$ cat config.mk
export PLATFORM = sky130hd
export DESIGN_NAME = integer_field_formatter_flat
export DESIGN_NICKNAME = d
export VERILOG_FILES = /design/src/rtl/core/iff_pkg.sv /design/src/rtl/core/iff_channels.sv /design/src/rtl/core/integer_field_formatter.sv /design/src/rtl/core/iff_digit_unit.sv /design/src/rtl/core/iff_emitter.sv /design/src/flat_wrapper.sv
export VERILOG_INCLUDE_DIRS = /design/src /design/src/rtl/core
export SDC_FILE = /design/constraint.sdc
export NUM_CORES = 1
export LEC_CHECK = 0
export ABC_AREA = 1
export ABC_CLOCK_PERIOD_IN_PS = 7950
export BUFFER_PORTS_ARGS = -buffer_cell sky130_fd_sc_hd__buf_2
export CAP_MARGIN = 20
export CORE_UTILIZATION = 60
export CTS_BUF_LIST = sky130_fd_sc_hd__clkbuf_4
export DETAILED_ROUTE_END_ITERATION = 10
export PLACE_DENSITY = 0.84
export SYNTH_ARGS = -nofsm -noshare
export SYNTH_HDL_FRONTEND = slang
export SYNTH_SLANG_ARGS = --single-unit
$ cat constraint.sdc
create_clock -name clk -period 7.95 [get_ports clk]
set_clock_uncertainty 0.05 [all_clocks]
set_input_delay 1.59 -clock clk [delete_from_list [all_inputs] [get_ports clk]]
set_output_delay 1.59 -clock clk [all_outputs]
set_load 0.01 [all_outputs]
$ cat src/rtl/core/integer_field_formatter_defines.svh
// Assertion macros shared by the integer field formatter RTL.
// Included by the modules that carry concurrent checks; needs clk and rst_n in scope.
`ifndef INTEGER_FIELD_FORMATTER_DEFINES_SVH
`define INTEGER_FIELD_FORMATTER_DEFINES_SVH

// Same-cycle implication, disabled in reset
`define IFF_ASSERT_IMPL(label, ante, cons) \
    label: assert property (@(posedge clk) disable iff (!rst_n) (ante) |-> (cons)) \
        else $error("integer_field_formatter: same-cycle check failed");

// Next-cycle implication, disabled in reset
`define IFF_ASSERT_NEXT(label, ante, cons) \
    label: assert property (@(posedge clk) disable iff (!rst_n) (ante) |=> (cons)) \
        else $error("integer_field_formatter: next-cycle check failed");

`endif

$ cat src/rtl/core/iff_pkg.sv
// Package for the integer field formatter: widths, mode codes, characters, layout type.
// No dependencies; used by the channel, top-level, digit-unit and emitter files.
`timescale 1ns / 1ps

package iff_pkg;

    // Parameter defaults
    localparam int MAX_FIELD_DEF  = 64;
    localparam int MAX_DIGITS_DEF = 20;
    localparam int VALUE_BITS_DEF = 64;

    // Fixed widths of the beat fields and internal counts
    localparam int MODE_W  = 3;
    localparam int VALUE_W = 64;
    localparam int CNT_W   = 7;   // character counts up to MAX_FIELD (at most 64)
    localparam int LEN_W   = 8;   // unclamped field length
    localparam int ND_W    = 5;   // digit count up to MAX_DIGITS (at most 20)
    localparam int CHAR_W  = 8;

    // Conversion modes
    localparam logic [MODE_W-1:0] MODE_SDEC = 3'd0;
    localparam logic [MODE_W-1:0] MODE_UDEC = 3'd1;
    localparam logic [MODE_W-1:0] MODE_LHEX = 3'd2;
    localparam logic [MODE_W-1:0] MODE_UHEX = 3'd3;
    localparam logic [MODE_W-1:0] MODE_PTR  = 3'd4;

    // ASCII characters
    localparam logic [CHAR_W-1:0] CH_SPACE = 8'h20;
    localparam logic [CHAR_W-1:0] CH_PLUS  = 8'h2B;
    localparam logic [CHAR_W-1:0] CH_MINUS = 8'h2D;
    localparam logic [CHAR_W-1:0] CH_ZERO  = 8'h30;
    localparam logic [CHAR_W-1:0] CH_UA    = 8'h41;
    localparam logic [CHAR_W-1:0] CH_UX    = 8'h58;
    localparam logic [CHAR_W-1:0] CH_LA    = 8'h61;
    localparam logic [CHAR_W-1:0] CH_LX    = 8'h78;
    localparam logic [CHAR_W-1:0] CH_NONE  = 8'h00;

    // Field layout handed from the top level to the character emitter
    typedef struct packed {
        logic [CNT_W-1:0]  lead_len;    // leading spaces
        logic              sign_en;
        logic [CHAR_W-1:0] sign_char;
        logic              pfx_en;      // "0x" or "0X"
        logic [CHAR_W-1:0] x_char;
        logic [CNT_W-1:0]  zpad_len;    // zero fill after the prefix
        logic [CNT_W-1:0]  prec_len;    // precision zeros
        logic [ND_W-1:0]   dig_len;
        logic [CNT_W-1:0]  trail_len;   // trailing spaces
        logic              upper;
        logic [CNT_W-1:0]  emit_total;  // characters sent, after the cut
    } layout_t;

endpackage

$ cat src/rtl/core/iff_channels.sv
// Valid/ready channel interfaces for the integer field formatter.
// Depends on iff_pkg for the payload widths.
`timescale 1ns / 1ps

// Input channel: one conversion request per beat
interface iff_in_if;
    logic                       valid;
    logic                       ready;
    logic [iff_pkg::MODE_W-1:0] mode;
    logic [iff_pkg::VALUE_W-1:0] value;
    logic                       negative;
    logic [6:0]                 field_width;
    logic signed [6:0]          min_digits;
    logic                       left_just;
    logic                       zero_fill;
    logic                       plus_flag;
    logic                       space_flag;
    logic                       alt_flag;

    modport source (
        output valid, mode, value, negative, field_width, min_digits,
               left_just, zero_fill, plus_flag, space_flag, alt_flag,
        input  ready
    );
    modport sink (
        input  valid, mode, value, negative, field_width, min_digits,
               left_just, zero_fill, plus_flag, space_flag, alt_flag,
        output ready
    );
endinterface

// Output channel: one character per beat
interface iff_out_if;
    logic                        valid;
    logic                        ready;
    logic [iff_pkg::CHAR_W-1:0]  char_out;
    logic                        char_valid;
    logic                        last;
    logic [iff_pkg::CNT_W-1:0]   total_count;

    modport source (
        output valid, char_out, char_valid, last, total_count,
        input  ready
    );
    modport sink (
        input  valid, char_out, char_valid, last, total_count,
        output ready
    );
endinterface

$ cat src/rtl/core/integer_field_formatter.sv
// Top level of the integer field formatter: request capture, field layout, sequencing.
// Depends on iff_pkg, iff_channels, iff_digit_unit and iff_emitter.
`timescale 1ns / 1ps

`include "integer_field_formatter_defines.svh"

// Formats one integer per request beat on "item" as printf-style text and sends
// it on "result", one character per beat, last set on the final character, which
// also carries the character count. An item that yields no text gives a single
// beat with char_valid low, last high and a count of zero.
// Timing: a decimal item runs through the shift-add-3 digit unit,
// one bit per cycle; hex and pointer items load their digits directly. After
// the layout and launch states, characters go out one per cycle while the
// receiver is ready, pausing at each segment change, and item.ready stays low
// from acceptance until its last beat sits in the output register. A stalled
// receiver holds the output register and stops the emitter; the next request
// can still be taken while the final beat waits.
// Reset (rst_n low, asynchronous) empties the output stage and returns to idle.

module integer_field_formatter #(
    parameter int MAX_FIELD  = iff_pkg::MAX_FIELD_DEF,
    parameter int MAX_DIGITS = iff_pkg::MAX_DIGITS_DEF,
    parameter int VALUE_BITS = iff_pkg::VALUE_BITS_DEF
) (
    input  logic       clk,
    input  logic       rst_n,
    iff_in_if.sink     item,
    iff_out_if.source  result
);
    import iff_pkg::*;

    localparam logic [1:0] S_IDLE   = 2'd0;
    localparam logic [1:0] S_CONV   = 2'd1;
    localparam logic [1:0] S_LAYOUT = 2'd2;
    localparam logic [1:0] S_EMIT   = 2'd3;

    logic [1:0]              state_reg, state_next;
    logic                    accept;

    // Captured request
    logic [MODE_W-1:0]       mode_reg;
    logic                    neg_reg;
    logic [6:0]              width_reg;
    logic [6:0]              prec_raw_reg;
    logic                    left_reg;
    logic                    zfill_reg;
    logic                    plus_reg;
    logic                    space_reg;
    logic                    alt_reg;
    logic                    vzero_reg;

    logic [VALUE_BITS-1:0]   value_m;
    logic                    hex_in;
    logic                    dig_done;
    logic [MAX_DIGITS*4-1:0] digits;
    logic [ND_W-1:0]         nd;
    logic                    emit_start;
    logic                    emit_done;
    layout_t                 lay;

    // Layout terms
    logic                    is_ptr;
    logic                    sdec_mode;
    logic                    is_xhex;
    logic                    has_prec;
    logic [CNT_W-1:0]        width_c;
    logic [CNT_W-1:0]        prec_c;
    logic [ND_W-1:0]         nd_eff;
    logic [CNT_W-1:0]        prec_pad;
    logic [1:0]              pre_len;
    logic [LEN_W-1:0]        content;
    logic [LEN_W-1:0]        full;
    logic [CNT_W-1:0]        wpad;
    logic                    zfill_on;

    assign accept  = item.valid && item.ready;
    assign value_m = item.value[VALUE_BITS-1:0];
    assign hex_in  = (item.mode == MODE_LHEX) || (item.mode == MODE_UHEX)
                  || (item.mode == MODE_PTR);

    // Request capture
    always_ff @(posedge clk)
    begin
        if (accept)
        begin
            mode_reg     <= item.mode;
            neg_reg      <= item.negative;
            width_reg    <= item.field_width;
            prec_raw_reg <= item.min_digits;
            left_reg     <= item.left_just;
            zfill_reg    <= item.zero_fill;
            plus_reg     <= item.plus_flag;
            space_reg    <= item.space_flag;
            alt_reg      <= item.alt_flag;
            vzero_reg    <= (value_m == '0);
        end
    end

    // Field layout from the captured request and the digit count
    always_comb
    begin
        is_ptr    = (mode_reg == MODE_PTR);
        sdec_mode = (mode_reg == MODE_SDEC);
        is_xhex   = (mode_reg == MODE_LHEX) || (mode_reg == MODE_UHEX);
        has_prec  = !prec_raw_reg[6] && !is_ptr;
        width_c   = (width_reg > CNT_W'(MAX_FIELD)) ? CNT_W'(MAX_FIELD) : width_reg;
        prec_c    = !has_prec ? '0
                  : (prec_raw_reg > CNT_W'(MAX_FIELD)) ? CNT_W'(MAX_FIELD) : prec_raw_reg;

        // zero with precision zero prints no digits
        nd_eff   = (vzero_reg && has_prec && prec_c == '0) ? '0 : nd;
        prec_pad = (prec_c > CNT_W'(nd_eff)) ? prec_c - CNT_W'(nd_eff) : '0;

        lay           = '0;
        lay.upper     = (mode_reg == MODE_UHEX);
        lay.x_char    = lay.upper ? CH_UX : CH_LX;
        lay.pfx_en    = is_ptr || (is_xhex && alt_reg && !vzero_reg);
        lay.sign_char = CH_SPACE;
        if (sdec_mode)
        begin
            if (neg_reg)
            begin
                lay.sign_en   = 1'b1;
                lay.sign_char = CH_MINUS;
            end
            else if (plus_reg)
            begin
                lay.sign_en   = 1'b1;
                lay.sign_char = CH_PLUS;
            end
            else if (space_reg)
            begin
                lay.sign_en   = 1'b1;
                lay.sign_char = CH_SPACE;
            end
        end
        pre_len = lay.pfx_en ? 2'd2 : {1'b0, lay.sign_en};

        content  = LEN_W'(nd_eff) + LEN_W'(prec_pad) + LEN_W'(pre_len);
        wpad     = (LEN_W'(width_c) > content) ? CNT_W'(LEN_W'(width_c) - content) : '0;
        full     = (LEN_W'(width_c) > content) ? LEN_W'(width_c) : content;
        zfill_on = !is_ptr && !left_reg && zfill_reg && !has_prec;

        lay.lead_len   = (!left_reg && !zfill_on) ? wpad : '0;
        lay.zpad_len   = zfill_on ? wpad : '0;
        lay.prec_len   = prec_pad;
        lay.dig_len    = nd_eff;
        lay.trail_len  = left_reg ? wpad : '0;
        lay.emit_total = (full > LEN_W'(MAX_FIELD)) ? CNT_W'(MAX_FIELD) : CNT_W'(full);
    end

    // Item sequencer
    always_comb
    begin
        state_next = state_reg;
        unique case (state_reg)
            S_IDLE:   if (accept) state_next = S_CONV;
            S_CONV:   if (dig_done) state_next = S_LAYOUT;
            S_LAYOUT: state_next = S_EMIT;
            S_EMIT:   if (emit_done) state_next = S_IDLE;
            default:  state_next = S_IDLE;
        endcase
    end

    always_ff @(posedge clk or negedge rst_n)
    begin
        if (!rst_n)
        begin
            state_reg <= S_IDLE;
        end
        else
        begin
            state_reg <= state_next;
        end
    end

    assign item.ready = (state_reg == S_IDLE);
    assign emit_start = (state_reg == S_LAYOUT);

    iff_digit_unit #(
        .MAX_DIGITS (MAX_DIGITS),
        .VALUE_BITS (VALUE_BITS)
    ) u_digits (
        .clk    (clk),
        .rst_n  (rst_n),
        .start  (accept),
        .hex    (hex_in),
        .value  (value_m),
        .done   (dig_done),
        .digits (digits),
        .nd     (nd)
    );

    iff_emitter #(
        .MAX_DIGITS (MAX_DIGITS)
    ) u_emit (
        .clk    (clk),
        .rst_n  (rst_n),
        .start  (emit_start),
        .lay    (lay),
        .digits (digits),
        .done   (emit_done),
        .result (result)
    );

    // Digit unit finishes only for the item being converted
    `IFF_ASSERT_IMPL(a_done_in_conv, dig_done, state_reg == S_CONV)
    // Layout is handed over and emission follows in the next cycle
    `IFF_ASSERT_NEXT(a_layout_to_emit, state_reg == S_LAYOUT, state_reg == S_EMIT)
    // Emitter completion belongs to the item in flight
    `IFF_ASSERT_IMPL(a_emit_done_owner, emit_done, state_reg == S_EMIT)

endmodule

$ cat src/rtl/core/iff_digit_unit.sv
// Digit extraction for the integer field formatter: shift-add-3 binary to BCD,
// one value bit per cycle, or a direct nibble load for hex. Depends on iff_pkg.
`timescale 1ns / 1ps

module iff_digit_unit #(
    parameter int MAX_DIGITS = iff_pkg::MAX_DIGITS_DEF,
    parameter int VALUE_BITS = iff_pkg::VALUE_BITS_DEF
) (
    input  logic                          clk,
    input  logic                          rst_n,
    input  logic                          start,
    input  logic                          hex,
    input  logic [VALUE_BITS-1:0]         value,
    output logic                          done,
    output logic [MAX_DIGITS*4-1:0]       digits,
    output logic [iff_pkg::ND_W-1:0]      nd
);
    import iff_pkg::*;

    localparam int DIG_W = MAX_DIGITS * 4;
    localparam int BIT_W = $clog2(VALUE_BITS + 1);

    localparam logic [1:0] D_IDLE  = 2'd0;
    localparam logic [1:0] D_SHIFT = 2'd1;
    localparam logic [1:0] D_DONE  = 2'd2;

    logic [1:0]            state_reg, state_next;
    logic [BIT_W-1:0]      bits_reg, bits_next;
    logic                  ovf_reg, ovf_next;
    logic [DIG_W-1:0]      bcd_reg, bcd_next;
    logic [VALUE_BITS-1:0] shift_reg, shift_next;
    logic [DIG_W-1:0]      adj;

    // Add 3 to every digit of 5 or more, ahead of the doubling shift
    always_comb
    begin
        for (int i = 0; i < MAX_DIGITS; i++)
        begin
            adj[4*i +: 4] = (bcd_reg[4*i +: 4] >= 4'd5) ? bcd_reg[4*i +: 4] + 4'd3
                                                        : bcd_reg[4*i +: 4];
        end
    end

    // Sequencer
    always_comb
    begin
        state_next = state_reg;
        bits_next  = bits_reg;
        ovf_next   = ovf_reg;
        bcd_next   = bcd_reg;
        shift_next = shift_reg;
        unique case (state_reg)
            D_IDLE:
            begin
                if (start)
                begin
                    ovf_next   = 1'b0;
                    shift_next = value;
                    bits_next  = BIT_W'(VALUE_BITS);
                    if (hex)
                    begin
                        bcd_next   = DIG_W'(value);
                        state_next = D_DONE;
                    end
                    else
                    begin
                        bcd_next   = '0;
                        state_next = D_SHIFT;
                    end
                end
            end
            D_SHIFT:
            begin
                // the bit shifted out of the top digit is dropped; remember it was there
                bcd_next   = {adj[DIG_W-2:0], shift_reg[VALUE_BITS-1]};
                ovf_next   = ovf_reg | adj[DIG_W-1];
                shift_next = {shift_reg[VALUE_BITS-2:0], 1'b0};
                bits_next  = bits_reg - 1'b1;
                if (bits_reg == BIT_W'(1))
                begin
                    state_next = D_DONE;
                end
            end
            D_DONE:
            begin
                state_next = D_IDLE;
            end
            default:
            begin
                state_next = D_IDLE;
            end
        endcase
    end

    // Control state
    always_ff @(posedge clk or negedge rst_n)
    begin
        if (!rst_n)
        begin
            state_reg <= D_IDLE;
            bits_reg  <= '0;
            ovf_reg   <= 1'b0;
        end
        else
        begin
            state_reg <= state_next;
            bits_reg  <= bits_next;
            ovf_reg   <= ovf_next;
        end
    end

    // Digit and value shifters
    always_ff @(posedge clk)
    begin
        bcd_reg   <= bcd_next;
        shift_reg <= shift_next;
    end

    // Significant digits: highest nonzero digit, at least one, all when overflowed
    always_comb
    begin
        nd = ND_W'(1);
        for (int i = 0; i < MAX_DIGITS; i++)
        begin
            if (bcd_reg[4*i +: 4] != 4'd0)
            begin
                nd = ND_W'(i + 1);
            end
        end
        if (ovf_reg)
        begin
            nd = ND_W'(MAX_DIGITS);
        end
    end

    assign done   = (state_reg == D_DONE);
    assign digits = bcd_reg;

endmodule

$ cat src/rtl/core/iff_emitter.sv
// Character emitter for the integer field formatter: walks the field segments and
// sends one character per beat through a registered output stage. Depends on iff_pkg.
`timescale 1ns / 1ps

`include "integer_field_formatter_defines.svh"

module iff_emitter #(
    parameter int MAX_DIGITS = iff_pkg::MAX_DIGITS_DEF
) (
    input  logic                    clk,
    input  logic                    rst_n,
    input  logic                    start,
    input  iff_pkg::layout_t        lay,
    input  logic [MAX_DIGITS*4-1:0] digits,
    output logic                    done,
    iff_out_if.source               result
);
    import iff_pkg::*;

    localparam int IDX_W = $clog2(MAX_DIGITS);

    localparam logic [1:0] E_IDLE  = 2'd0;
    localparam logic [1:0] E_RUN   = 2'd1;
    localparam logic [1:0] E_EMPTY = 2'd2;

    localparam logic [2:0] SEG_LEAD  = 3'd0;
    localparam logic [2:0] SEG_SIGN  = 3'd1;
    localparam logic [2:0] SEG_PFX   = 3'd2;
    localparam logic [2:0] SEG_ZPAD  = 3'd3;
    localparam logic [2:0] SEG_PREC  = 3'd4;
    localparam logic [2:0] SEG_DIG   = 3'd5;
    localparam logic [2:0] SEG_TRAIL = 3'd6;
    localparam logic [2:0] SEG_END   = 3'd7;

    logic [1:0]        state_reg, state_next;
    logic [2:0]        seg_reg, seg_next;
    logic [CNT_W-1:0]  cnt_reg, cnt_next;
    logic [CNT_W-1:0]  k_reg, k_next;
    layout_t           lay_reg;

    logic              ov_reg, ov_next;
    logic [CHAR_W-1:0] char_reg, char_next;
    logic              cv_reg, cv_next;
    logic              last_reg, last_next;
    logic [CNT_W-1:0]  tot_reg, tot_next;

    logic              slot_free;
    logic              is_last;
    logic [CNT_W-1:0]  dig_sel;
    logic [3:0]        nib;
    logic [CHAR_W-1:0] dig_char;
    logic [CHAR_W-1:0] cur_char;

    // Length of one segment of the field
    function automatic logic [CNT_W-1:0] seg_len(input logic [2:0] seg, input layout_t l);
        logic [CNT_W-1:0] len;
        begin
            unique case (seg)
                SEG_LEAD:  len = l.lead_len;
                SEG_SIGN:  len = CNT_W'(l.sign_en);
                SEG_PFX:   len = l.pfx_en ? CNT_W'(2) : CNT_W'(0);
                SEG_ZPAD:  len = l.zpad_len;
                SEG_PREC:  len = l.prec_len;
                SEG_DIG:   len = CNT_W'(l.dig_len);
                SEG_TRAIL: len = l.trail_len;
                default:   len = '0;
            endcase
            return len;
        end
    endfunction

    assign slot_free = !ov_reg || result.ready;
    assign is_last   = (k_reg + 1'b1) == lay_reg.emit_total;

    // Digit character, most significant first
    assign dig_sel  = cnt_reg - 1'b1;
    assign nib      = digits[{dig_sel[IDX_W-1:0], 2'b00} +: 4];
    assign dig_char = (nib < 4'd10) ? CH_ZERO + CHAR_W'(nib)
                                    : (lay_reg.upper ? CH_UA : CH_LA) + CHAR_W'(nib - 4'd10);

    // Character of the current segment
    always_comb
    begin
        case (seg_reg)
            SEG_SIGN: cur_char = lay_reg.sign_char;
            SEG_PFX:  cur_char = (cnt_reg == CNT_W'(2)) ? CH_ZERO : lay_reg.x_char;
            SEG_ZPAD,
            SEG_PREC: cur_char = CH_ZERO;
            SEG_DIG:  cur_char = dig_char;
            default:  cur_char = CH_SPACE;
        endcase
    end

    // Segment sequencer and output stage
    always_comb
    begin
        state_next = state_reg;
        seg_next   = seg_reg;
        cnt_next   = cnt_reg;
        k_next     = k_reg;
        ov_next    = ov_reg && !result.ready;
        char_next  = char_reg;
        cv_next    = cv_reg;
        last_next  = last_reg;
        tot_next   = tot_reg;
        done       = 1'b0;
        unique case (state_reg)
            E_IDLE:
            begin
                if (start)
                begin
                    seg_next   = SEG_LEAD;
                    cnt_next   = lay.lead_len;
                    k_next     = '0;
                    state_next = (lay.emit_total == '0) ? E_EMPTY : E_RUN;
                end
            end
            E_RUN:
            begin
                if (cnt_reg == '0)
                begin
                    // segment used up or empty: move on, no beat this cycle
                    seg_next = seg_reg + 1'b1;
                    cnt_next = seg_len(seg_reg + 1'b1, lay_reg);
                    if (seg_reg + 1'b1 == SEG_END)
                    begin
                        done       = 1'b1;
                        state_next = E_IDLE;
                    end
                end
                else if (slot_free)
                begin
                    ov_next   = 1'b1;
                    char_next = cur_char;
                    cv_next   = 1'b1;
                    last_next = is_last;
                    tot_next  = is_last ? lay_reg.emit_total : '0;
                    cnt_next  = cnt_reg - 1'b1;
                    k_next    = k_reg + 1'b1;
                    if (is_last)
                    begin
                        done       = 1'b1;
                        state_next = E_IDLE;
                    end
                end
            end
            E_EMPTY:
            begin
                if (slot_free)
                begin
                    ov_next    = 1'b1;
                    char_next  = CH_NONE;
                    cv_next    = 1'b0;
                    last_next  = 1'b1;
                    tot_next   = '0;
                    done       = 1'b1;
                    state_next = E_IDLE;
                end
            end
            default:
            begin
                state_next = E_IDLE;
            end
        endcase
    end

    // Control state
    always_ff @(posedge clk or negedge rst_n)
    begin
        if (!rst_n)
        begin
            state_reg <= E_IDLE;
            seg_reg   <= SEG_LEAD;
            cnt_reg   <= '0;
            k_reg     <= '0;
            ov_reg    <= 1'b0;
        end
        else
        begin
            state_reg <= state_next;
            seg_reg   <= seg_next;
            cnt_reg   <= cnt_next;
            k_reg     <= k_next;
            ov_reg    <= ov_next;
        end
    end

    // Layout and beat payload
    always_ff @(posedge clk)
    begin
        if (start && state_reg == E_IDLE)
        begin
            lay_reg <= lay;
        end
        char_reg <= char_next;
        cv_reg   <= cv_next;
        last_reg <= last_next;
        tot_reg  <= tot_next;
    end

    assign result.valid       = ov_reg;
    assign result.char_out    = char_reg;
    assign result.char_valid  = cv_reg;
    assign result.last        = last_reg;
    assign result.total_count = tot_reg;

    // Only the final beat of an item carries the count; others are real characters
    `IFF_ASSERT_IMPL(a_count_on_last, ov_reg && !last_reg, cv_reg && tot_reg == '0)
    // The character index never reaches the item's total while running
    `IFF_ASSERT_IMPL(a_index_bound, state_reg == E_RUN, k_reg < lay_reg.emit_total)
    // Digit selection stays inside the digit register
    `IFF_ASSERT_IMPL(a_digit_index, state_reg == E_RUN && seg_reg == SEG_DIG, cnt_reg <= CNT_W'(MAX_DIGITS))

endmodule
$ cat src/flat_wrapper.sv
// flat-port wrapper written by rule: the top's interface ports become plain ports
module integer_field_formatter_flat import iff_pkg::*;
#(
    parameter int MAX_FIELD  = iff_pkg::MAX_FIELD_DEF,
    parameter int MAX_DIGITS = iff_pkg::MAX_DIGITS_DEF,
    parameter int VALUE_BITS = iff_pkg::VALUE_BITS_DEF
)
  (clk, rst_n, item_valid, item_mode, item_value, item_negative, item_field_width, item_min_digits, item_left_just, item_zero_fill, item_plus_flag, item_space_flag, item_alt_flag, item_ready, result_valid, result_char_out, result_char_valid, result_last, result_total_count, result_ready);
  iff_in_if item_i ();
  iff_out_if result_i ();
  input  logic clk;
  input  logic rst_n;
  input wire logic [$bits(item_i.valid)-1:0] item_valid;
  input wire logic [$bits(item_i.mode)-1:0] item_mode;
  input wire logic [$bits(item_i.value)-1:0] item_value;
  input wire logic [$bits(item_i.negative)-1:0] item_negative;
  input wire logic [$bits(item_i.field_width)-1:0] item_field_width;
  input wire logic [$bits(item_i.min_digits)-1:0] item_min_digits;
  input wire logic [$bits(item_i.left_just)-1:0] item_left_just;
  input wire logic [$bits(item_i.zero_fill)-1:0] item_zero_fill;
  input wire logic [$bits(item_i.plus_flag)-1:0] item_plus_flag;
  input wire logic [$bits(item_i.space_flag)-1:0] item_space_flag;
  input wire logic [$bits(item_i.alt_flag)-1:0] item_alt_flag;
  output wire logic [$bits(item_i.ready)-1:0] item_ready;
  output wire logic [$bits(result_i.valid)-1:0] result_valid;
  output wire logic [$bits(result_i.char_out)-1:0] result_char_out;
  output wire logic [$bits(result_i.char_valid)-1:0] result_char_valid;
  output wire logic [$bits(result_i.last)-1:0] result_last;
  output wire logic [$bits(result_i.total_count)-1:0] result_total_count;
  input wire logic [$bits(result_i.ready)-1:0] result_ready;
  assign item_i.valid = item_valid;
  assign item_i.mode = item_mode;
  assign item_i.value = item_value;
  assign item_i.negative = item_negative;
  assign item_i.field_width = item_field_width;
  assign item_i.min_digits = item_min_digits;
  assign item_i.left_just = item_left_just;
  assign item_i.zero_fill = item_zero_fill;
  assign item_i.plus_flag = item_plus_flag;
  assign item_i.space_flag = item_space_flag;
  assign item_i.alt_flag = item_alt_flag;
  assign item_ready = item_i.ready;
  assign result_valid = result_i.valid;
  assign result_char_out = result_i.char_out;
  assign result_char_valid = result_i.char_valid;
  assign result_last = result_i.last;
  assign result_total_count = result_i.total_count;
  assign result_i.ready = result_ready;
  integer_field_formatter #(.MAX_FIELD(MAX_FIELD), .MAX_DIGITS(MAX_DIGITS), .VALUE_BITS(VALUE_BITS)) u_core (.clk(clk), .rst_n(rst_n), .item(item_i), .result(result_i));
endmodule
## Yosys cells after proc, flatten, opt, wreduce, memory -nomap -nowiden

Cells that the tools add are included.

- Register bits after elaboration: 276
- Bits of input ports: 91
- Output and inout bits: 19
- Logic and storage cells: 328

- Add/sub/neg operators: 31
- Magnitude comparators: 26
- Equal/unequal tests: 41
- Shifts and indexed selects: 1
- Multiplexer cells: 122
- Bitwise gates (word level): 2
- Reduce and logical (&&, ||, !) cells: 67

Operators with widths:

| cell | count |
|---|---|
| $pmux 80 s2 | 1 |
| $mux 64 | 2 |
| $pmux 64 s2 | 1 |
| $mux 7 | 18 |
| $mux 5 | 19 |
| $add 4x2->4 const B | 20 |
| $ge 4x3->1 const B | 20 |
| $mux 4 | 20 |
| $mux 80 | 1 |
| $shiftx 80x8->4 | 1 |
| $reduce_bool 4->1 | 19 |
| $logic_not 64->1 | 1 |
| $pmux 7 s2 | 4 |
| $pmux 7 s7 | 1 |
| $mux 8 | 6 |
| $mux 9 | 4 |
| $mux 2 | 17 |
| $pmux 8 s4 | 1 |
| $eq 3x2->1 const B | 8 |
| $eq 3x3->1 const B | 8 |
| $logic_not 7->1 | 3 |
| $pmux 8 s2 | 1 |
| $gt 7x7->1 const B | 2 |
| $ne 2x2->1 const B | 7 |
| other kinds (44) | 105 |

## Depth between registers and ports, before layout

Gate-level depths: netlist (run 1).

- Depth in word-level cells: 34
- Mapped depth: 52
- Depth with buffers taken out: 51

## By module

A second synthesis (run 1) with hierarchy kept.

- Cells, all modules: 1866
- Area, all modules: 16255.6 um^2

By module, submodules not included:

| module | instances | cells each | area an instance (um^2) | seq. area each (um^2) |
|---|---|---|---|---|
| iff_digit_unit | 1 | 927 | 8431.8 | 4574.4 |
| iff_emitter | 1 | 611 | 5298.8 | 2782.7 |
| integer_field_formatter | 1 | 328 | 2524.9 | 770.7 |

## Worst setup path after synthesis (run 1)

No wires, ideal clock.

- Kind: register to register
- From: register u_core.u_digits.bcd_reg[16] (netlist: u_core.u_digits.digits[16])
- To: register u_core.u_emit.lay_reg[0] (netlist bit) (data pin)
- Library setup time: 259 ps
- Arrival time: 5339 ps
- Data required time: 7641 ps
- Setup slack: 2301 ps
- Stages on the path, launching flop included: 42
- Buffers on the path: 1
- Clock period less this slack: 5649 ps
- Cell sequence: edfxtp_1 -> inv_1 -> ha_1 -> nand2_1 -> nor2_1 -> nand2_1 -> a21oi_1 -> o21bai_1 -> a31oi_1 -> o21bai_1 -> a21oi_1 -> inv_1 -> ha_1 -> nand4_2 -> nand3_2 -> nand2_2 -> nand2_4 -> inv_1 -> [... 6 more ...] -> inv_1 -> ha_1 -> inv_1 -> o21ai_0 -> a21oi_1 -> nor2_1 -> nand3_2 -> nand2_2 -> nand2_2 -> nand2_4 -> nand3_4 -> buf_12 -> nand2_4 -> nand2_2 -> nand2_1 -> nor2_2 -> nand2_2 -> a21oi_1

RTL lines:

| element | RTL line | RTL |
|---|---|---|
| from (decl) | iff_digit_unit.sv:30 | `logic [DIG_W-1:0] bcd_reg, bcd_next;` |
| from (signal assigned) | iff_digit_unit.sv:115 | `bcd_reg <= bcd_next;` |
| to (signal assigned) | iff_emitter.sv:193 | `lay_reg <= lay;` |
| to (decl) | iff_emitter.sv:39 | `layout_t lay_reg;` |

==> key figures, run 1 <==
Status
  • Outcome: finished, final reports clean

Routing
  • DR iter-0 viols: 1455
  • Drt drc: 0
  • Routed wire length: approximately 38 mm
  • Vias: 13400
  • Number of vias per cell: 5.73
  • Wire per inst: around 16 um
  • DR pass1 iterations: 6
  • Final ANT Viol Nets: 0

Critical path
  • Cell repeated most along the worst path: nand2_1
  • Worst Setup Start Kind: register
  • Crit path DAT: 7.14 ns
  • Worst path slowest cell: edfxtp_1
  • Worst EP required: around 8.4 ns
  • Crit end category: register
  • Worst Path Max Fanout: 15
  • Max incr delay on CP: 0.44 ns
  • Setup CP Type: reg -> reg

Floorplan
  • # rows: 59
  • Initial core utilization: just over 60%
  • Die W: 165 um
  • Core ar.: 26000 um2
  • I/O pin count: 110
  • Die height: 165 um
  • Die ar.: 27100 um2

Synth
  • Synth Area in Compound Gates: 13.2%
  • Top cells by count, synth: nand2_1, edfxtp_1, inv_1
  • Number of flops mapped to enable cells by yosys: 232
  • Cells after synthesis: 1829
  • Synth cell types: 57
  • Register area share after synthesis: about half
  • Ys flop type: edfxtp_1
  • XOR/XNOR Fraction of Synth Area: 2.03%
  • Ranking of synthesized cells by area: edfxtp_1, nand2_1, ha_1
  • Post-Syn Area: ~16000 um2
  • Post-synthesis mux area share: 0%
  • Yosys top cell by area: edfxtp_1
  • Synth Area in Simple Gates: 21.2%
  • Synth top area share: 43.9%
  • YS warnings: 0
  • Adder-Cell Fraction of Synth Area: between 7 and 8%
  • Asr flop ratio synth: 12.1%
  • Main combinational cell family by area after synthesis: simple AND/OR/NAND/NOR gates
  • Most frequent cell after synthesis: nand2_1
  • Syn_area_per_cell: 8.68 um2
  • Synth Register Bits: between 200 and 300
  • Mapped Nets: approximately 2000

Clock network
  • Clk slew on worst S/H paths: 0.08 ns
  • CTS buffer count: 71
  • CTS resizes: 0
  • Clock sinks: 264
  • Post-CTS setup buffer count: 0
  • Clk buf depth: 3
  • Clk_lat worst skew: 0.69 ns
  • Max H-tree Level: 3
  • CTS tree: built
  • Post-cts hold buffer count: 0
  • Root Buffer: clkbuf_4

STA
  • Slew HR: just under 30%
  • Endpoints failing setup: 0
  • Slew Viols, Final: 0
  • Post-route minimum period: 6.68 ns
  • RSZ-0062 raised after global routing: false
  • Hold Slack: 0.441 ns
  • Max Freq: about 150 MHz
  • Final Hold Fails: 0
  • Fin crit share: a little over four fifths
  • Final setup TNS: 0 ns
  • Worst-margin pin slew: 1.06 ns

Final layout
  • Final net count: 2147
  • Max reg flops: 80
  • Share of cells above drive strength 1: 14.8%
  • Final Core Density: 67.6%
  • Area Overhead vs Synth: 10.7%

Power
  • Total power: 7.86 mW
  • Leak Pwr: 7.79 nW
  • Peak VDD IR: 0.313 mV
  • Power Dens Cells: 447 nW/um2

Global route
  • Vias in the first global route: 12800
  • Pin count of the biggest net entering global routing: 99
  • GRT overflow: 0
  • Gr usage total: 28.3%
  • First-pass GRT wire length: 60.8 mm
  • Initial antenna violation count: 1

Flow run
  • Max_cap viols: 0

Place
  • I/O Buffers: 109
  • Gpl congestion: ~0.9
  • Dpl hpwl: 26.4 mm

Worst hold path
  • Hold Path Class: reg -> reg
cell usage in the layout (no fill, tap or decap), types with 35 or more instances in the layout:
master,synthesis,layout
buf_2,9,109
inv_1,230,229
nand3_1,88,88
a21oi_1,130,130
o22ai_1,35,35
nand2_1,426,426
edfxtp_1,232,232
ha_1,87,87
nor2_1,133,132
o21ai_0,164,163
clkbuf_4,0,103
per-stage QoR:
step           instances  instance area, um2  worst slack, ns
3_3_place_gp        2225               16700             1.75
3_5_place_dp        2226               16700             1.44
6_report            2347               17600             1.27
5_1_grt             2347               17600            0.744
4_1_cts             2345               17600             1.38
2_1_floorplan       1829               15900             2.30
layout make-up:
type / instances / area [um2]
antenna: 2 / 5.00
clock buffer: 103 / 773
clock inverter: 16 / 100
fill: 2097 / 8420
inverter: 242 / 911
multi-input combinational: 1269 / 6990
sequential: 264 / 7770
tap: 335 / 419
timing repair buffer: 116 / 602
critical path, delay by kind of cell, from the launching register on:
family          cells  cell delay [ns]
flops               1             0.44
compound gates      5             0.80
xor+xnor            1             0.19
simple gates       23             3.12
buf+inv             4             0.37
fa+ha+maj           5             1.56
per-layer routing:
layer | global-route usage, % | routed length (um) | part of all wire [%] | vias up
li1 | - | - | - | 6529
met3 | 5.83 | 3220 | 8.6 | 105
met4 | 11.4 | 1070 | 2.8 | 0
met5 | 0 | 0 | 0 | -
met2 | 45.1 | 17100 | 46 | 579
met1 | 38.0 | 16100 | 43 | 6229
power breakdown:
| part | internal [mW] | switching, mW | leakage (nW) |
|---|---|---|---|
| sequential | 2.42 | 0.370 | 2.62 |
| clock | 0.625 | 0.570 | 0.515 |
| combinational | 1.20 | 2.68 | 4.65 |
| total | 4.24 | 3.62 | 7.79 |
cell families after synthesis:
family	after synthesis
buffers and inverters	296
AO/OA/AOI/OAI	382
XOR/XNOR	35
AND/OR/NAND/NOR	760
adder cells (fa/ha/maj)	92
flip-flops	264
final timing paths:
check | start | to | slack, ns | depth (start not counted)
min | u_core.u_digits.bits_reg[3] | u_core.u_digits.bits_reg[4] | 0.44 | 1
max | u_core.u_digits.digits[64] | u_core.u_emit.lay_reg[5] | 1.27 | 38
max reg2reg | u_core.u_digits.digits[64] | u_core.u_emit.lay_reg[5] | 1.27 | 38
min in group asynchronous | rst_n | u_core.u_emit.k_reg[2] | 0.95 | 1
max in group asynchronous | rst_n | u_core.u_emit.state_reg[1] | 6.39 | 1
min reg2reg | u_core.u_digits.bits_reg[3] | u_core.u_digits.bits_reg[4] | 0.44 | 1
(Power assumes the default switching activity.)
==> run 2: changes to the inputs <==
Settings changed: ABC_CLOCK_PERIOD_IN_PS 7950 to 7010.
Clock period 7.95 ns to 7.01 ns, I/O delays scaled along.
==> run 2 against run 1 <==
Net effect: non-clock buffer count increased by 5; setup slack got worse by 0.81 ns; largest power group unchanged; first-iteration DRC count decreased by 11%; critical endpoint is now u_core.u_emit.lay_reg[3].
==> key figures, run 2 (synthesis results as in run 1) <==
Routing
  • DR pass1 iterations: 6
  • Final ANT Viol Nets: 0
  • DR iter-0 viols: 1288
  • Vias: 13500
  • Number of vias per cell: between 5 and 6
  • Drt drc: 0
  • Wire per inst: 16.1 um
  • Routed wire length: ~38 mm

Final layout
  • Final net count: approximately 2200
  • Layout Cells excl Fill: 2361
  • Commonest non-fill, non-tap cell in the layout: nand2_1
  • Max reg flops: 80
  • Fillcell total: about 2000
  • Final Core Density: 68.2%
  • Most frequent cells in the layout: nand2_1, edfxtp_1, inv_1, o21ai_0, nor2_1
  • Area Overhead vs Synth: 11.6%
  • Share of cells above drive strength 1: 15.3%

Clock network
  • Clk_lat worst skew: slightly below 0.7 ns
  • Clk slew on worst S/H paths: 0.07 ns
  • Max H-tree Level: 3
  • Clk buf depth: 3
  • Clock sinks: between 200 and 300
  • Root Buffer: clkbuf_4
  • CTS buffer count: between 70 and 80
  • Post-cts hold buffer count: 0
  • CTS tree: built

Worst hold path
  • Hold Path Class: reg -> reg

Place
  • Inst Count DP: 2228
  • I/O Buffers: 109
  • Pre-CTS setup slack: ~0.45 ns
  • Gpl congestion: just under 0.9
  • Dpl hpwl: 26.8 mm

Critical path
  • Worst Path Max Fanout: 8
  • Max incr delay on CP: 0.52 ns
  • Crit end category: register
  • Setup CP Type: reg -> reg
  • Worst Setup Start Kind: register
  • Crit path DAT: 7.02 ns
  • Worst path slowest cell: fa_1
  • Worst EP required: 7.48 ns
  • Cell repeated most along the worst path: inv_1

Floorplan
  • Core ar.: 26000 um2
  • Die ar.: about 27000 um2
  • I/O pin count: 110
  • Initial core utilization: 61.1%
  • Die height: 165 um
  • # rows: 59
  • Die W: 165 um

Power
  • Internal power: roughly 5 mW
  • Peak VDD IR: approximately 0.37 mV
  • Leak Pwr: 7.85 nW
  • Sequential power share: 35.1%
  • Logic pwr share: 49.5%
  • Sw Share: 46.0%
  • Clk pwr share: between 10% and 20%
  • Sw power: 4.15 mW
  • Power Dens Cells: 509 nW/um2

Global route
  • First-pass GRT wire length: 61.8 mm
  • GR met3 Demand/Resource: between 6 and 7%
  • Global routing usage on met1: 38.2%
  • GRT overflow: 0
  • Met2 GRT Util: 46.1%
  • Initial antenna violation count: 1
  • Gr usage total: 28.8%
  • Vias in the first global route: about 13000
  • Pin count of the biggest net entering global routing: 99
  • Layer with the highest usage: met2

STA
  • Fin crit share: between 90% and 100%
  • Final setup TNS: 0 ns
  • Hold Slack: approximately 0.43 ns
  • Slew HR: 30.0%
  • Final WS setup: 0.456 ns
  • Worst-margin pin slew: 1.05 ns
  • Slew Viols, Final: 0
  • Max Freq: roughly 150 MHz
  • Endpoints failing setup: 0
  • Final Hold Fails: 0
  • Post-route minimum period: 6.55 ns

Status
  • Outcome: finished, final reports clean

Flow run
  • Max_cap viols: 0
run 2: changes by cell type in the layout (fill, tap and decap cells not counted), sizes merged:
cell      previous run  this run
clkinv              12        23
diode                2         1
inv                242       244
bufinv               1         2
clkbuf             103        99
nand3               94        95
buf                116       121
clkinvlp             3         2
run 2: final timing paths:
check                      cells past startpoint                   startpoint  slack [ns]                           to
min in group asynchronous                      1                        rst_n        0.72       u_core.u_emit.k_reg[4]
max                                           41   u_core.u_digits.digits[68]        0.46     u_core.u_emit.lay_reg[3]
min reg2reg                                    1  u_core.u_digits.bits_reg[3]        0.43  u_core.u_digits.bits_reg[4]
min                                            1  u_core.u_digits.bits_reg[3]        0.43  u_core.u_digits.bits_reg[4]
max in group asynchronous                      1                        rst_n        5.68  u_core.u_digits.bits_reg[2]
max reg2reg                                   41   u_core.u_digits.digits[68]        0.46     u_core.u_emit.lay_reg[3]
run 2: area by class of cell:
cell class | instances | area [um2] | area share [%]
sequential | 264 | 7770 | 43.8
multi-input combinational | 1270 | 7050 | 39.8
inverter | 242 | 911 | 5.14
clock buffer | 99 | 743 | 4.19
timing repair buffer | 121 | 659 | 3.72
tap | 335 | 419 | 2.37
clock inverter | 29 | 171 | 0.967
antenna | 1 | 2.50 | 0.0141
run 2: worst max-delay path: cells and delay by family (launching register included):
kind | cells | cell delay [ns]
AO/OA/AOI/OAI | 2 | 0.42
XOR/XNOR | 1 | 0.22
adder cells (fa/ha/maj) | 6 | 2.06
buffers and inverters | 9 | 0.73
flip-flops | 1 | 0.42
AND/OR/NAND/NOR | 23 | 2.51
run 2: power by group through the flow:
stage	clock network [mW]	registers [mW]	logic, mW
6_report	1.39	3.16	4.46
5_1_grt	1.49	3.24	5.01
4_1_cts	1.41	3.15	4.34
3_5_place_dp	0	3.18	4.30
3_3_place_gp	0	3.14	4.15
2_1_floorplan	0	3.13	3.23
run 2: repair_timing:
action / CTS / global route
setup endpoints to repair: 0 / 16
gates resized for setup: 0 / 10
setup buffers: 0 / 2
run 2: per-layer routing:
layer	wire length (um)	share of wire [%]	up-vias
met4	1010	2.6	0
met3	3210	8.4	94
met5	0	0	-
met2	17600	46	578
li1	-	-	6553
met1	16200	43	6257
run 2: metrics by stage:
step,power [mW],area [um2]
floorplan,6.36,15900
finish,9.01,17700
CTS,8.90,17600
global route,9.74,17700
global placement,7.29,16700
detailed placement,7.48,16700
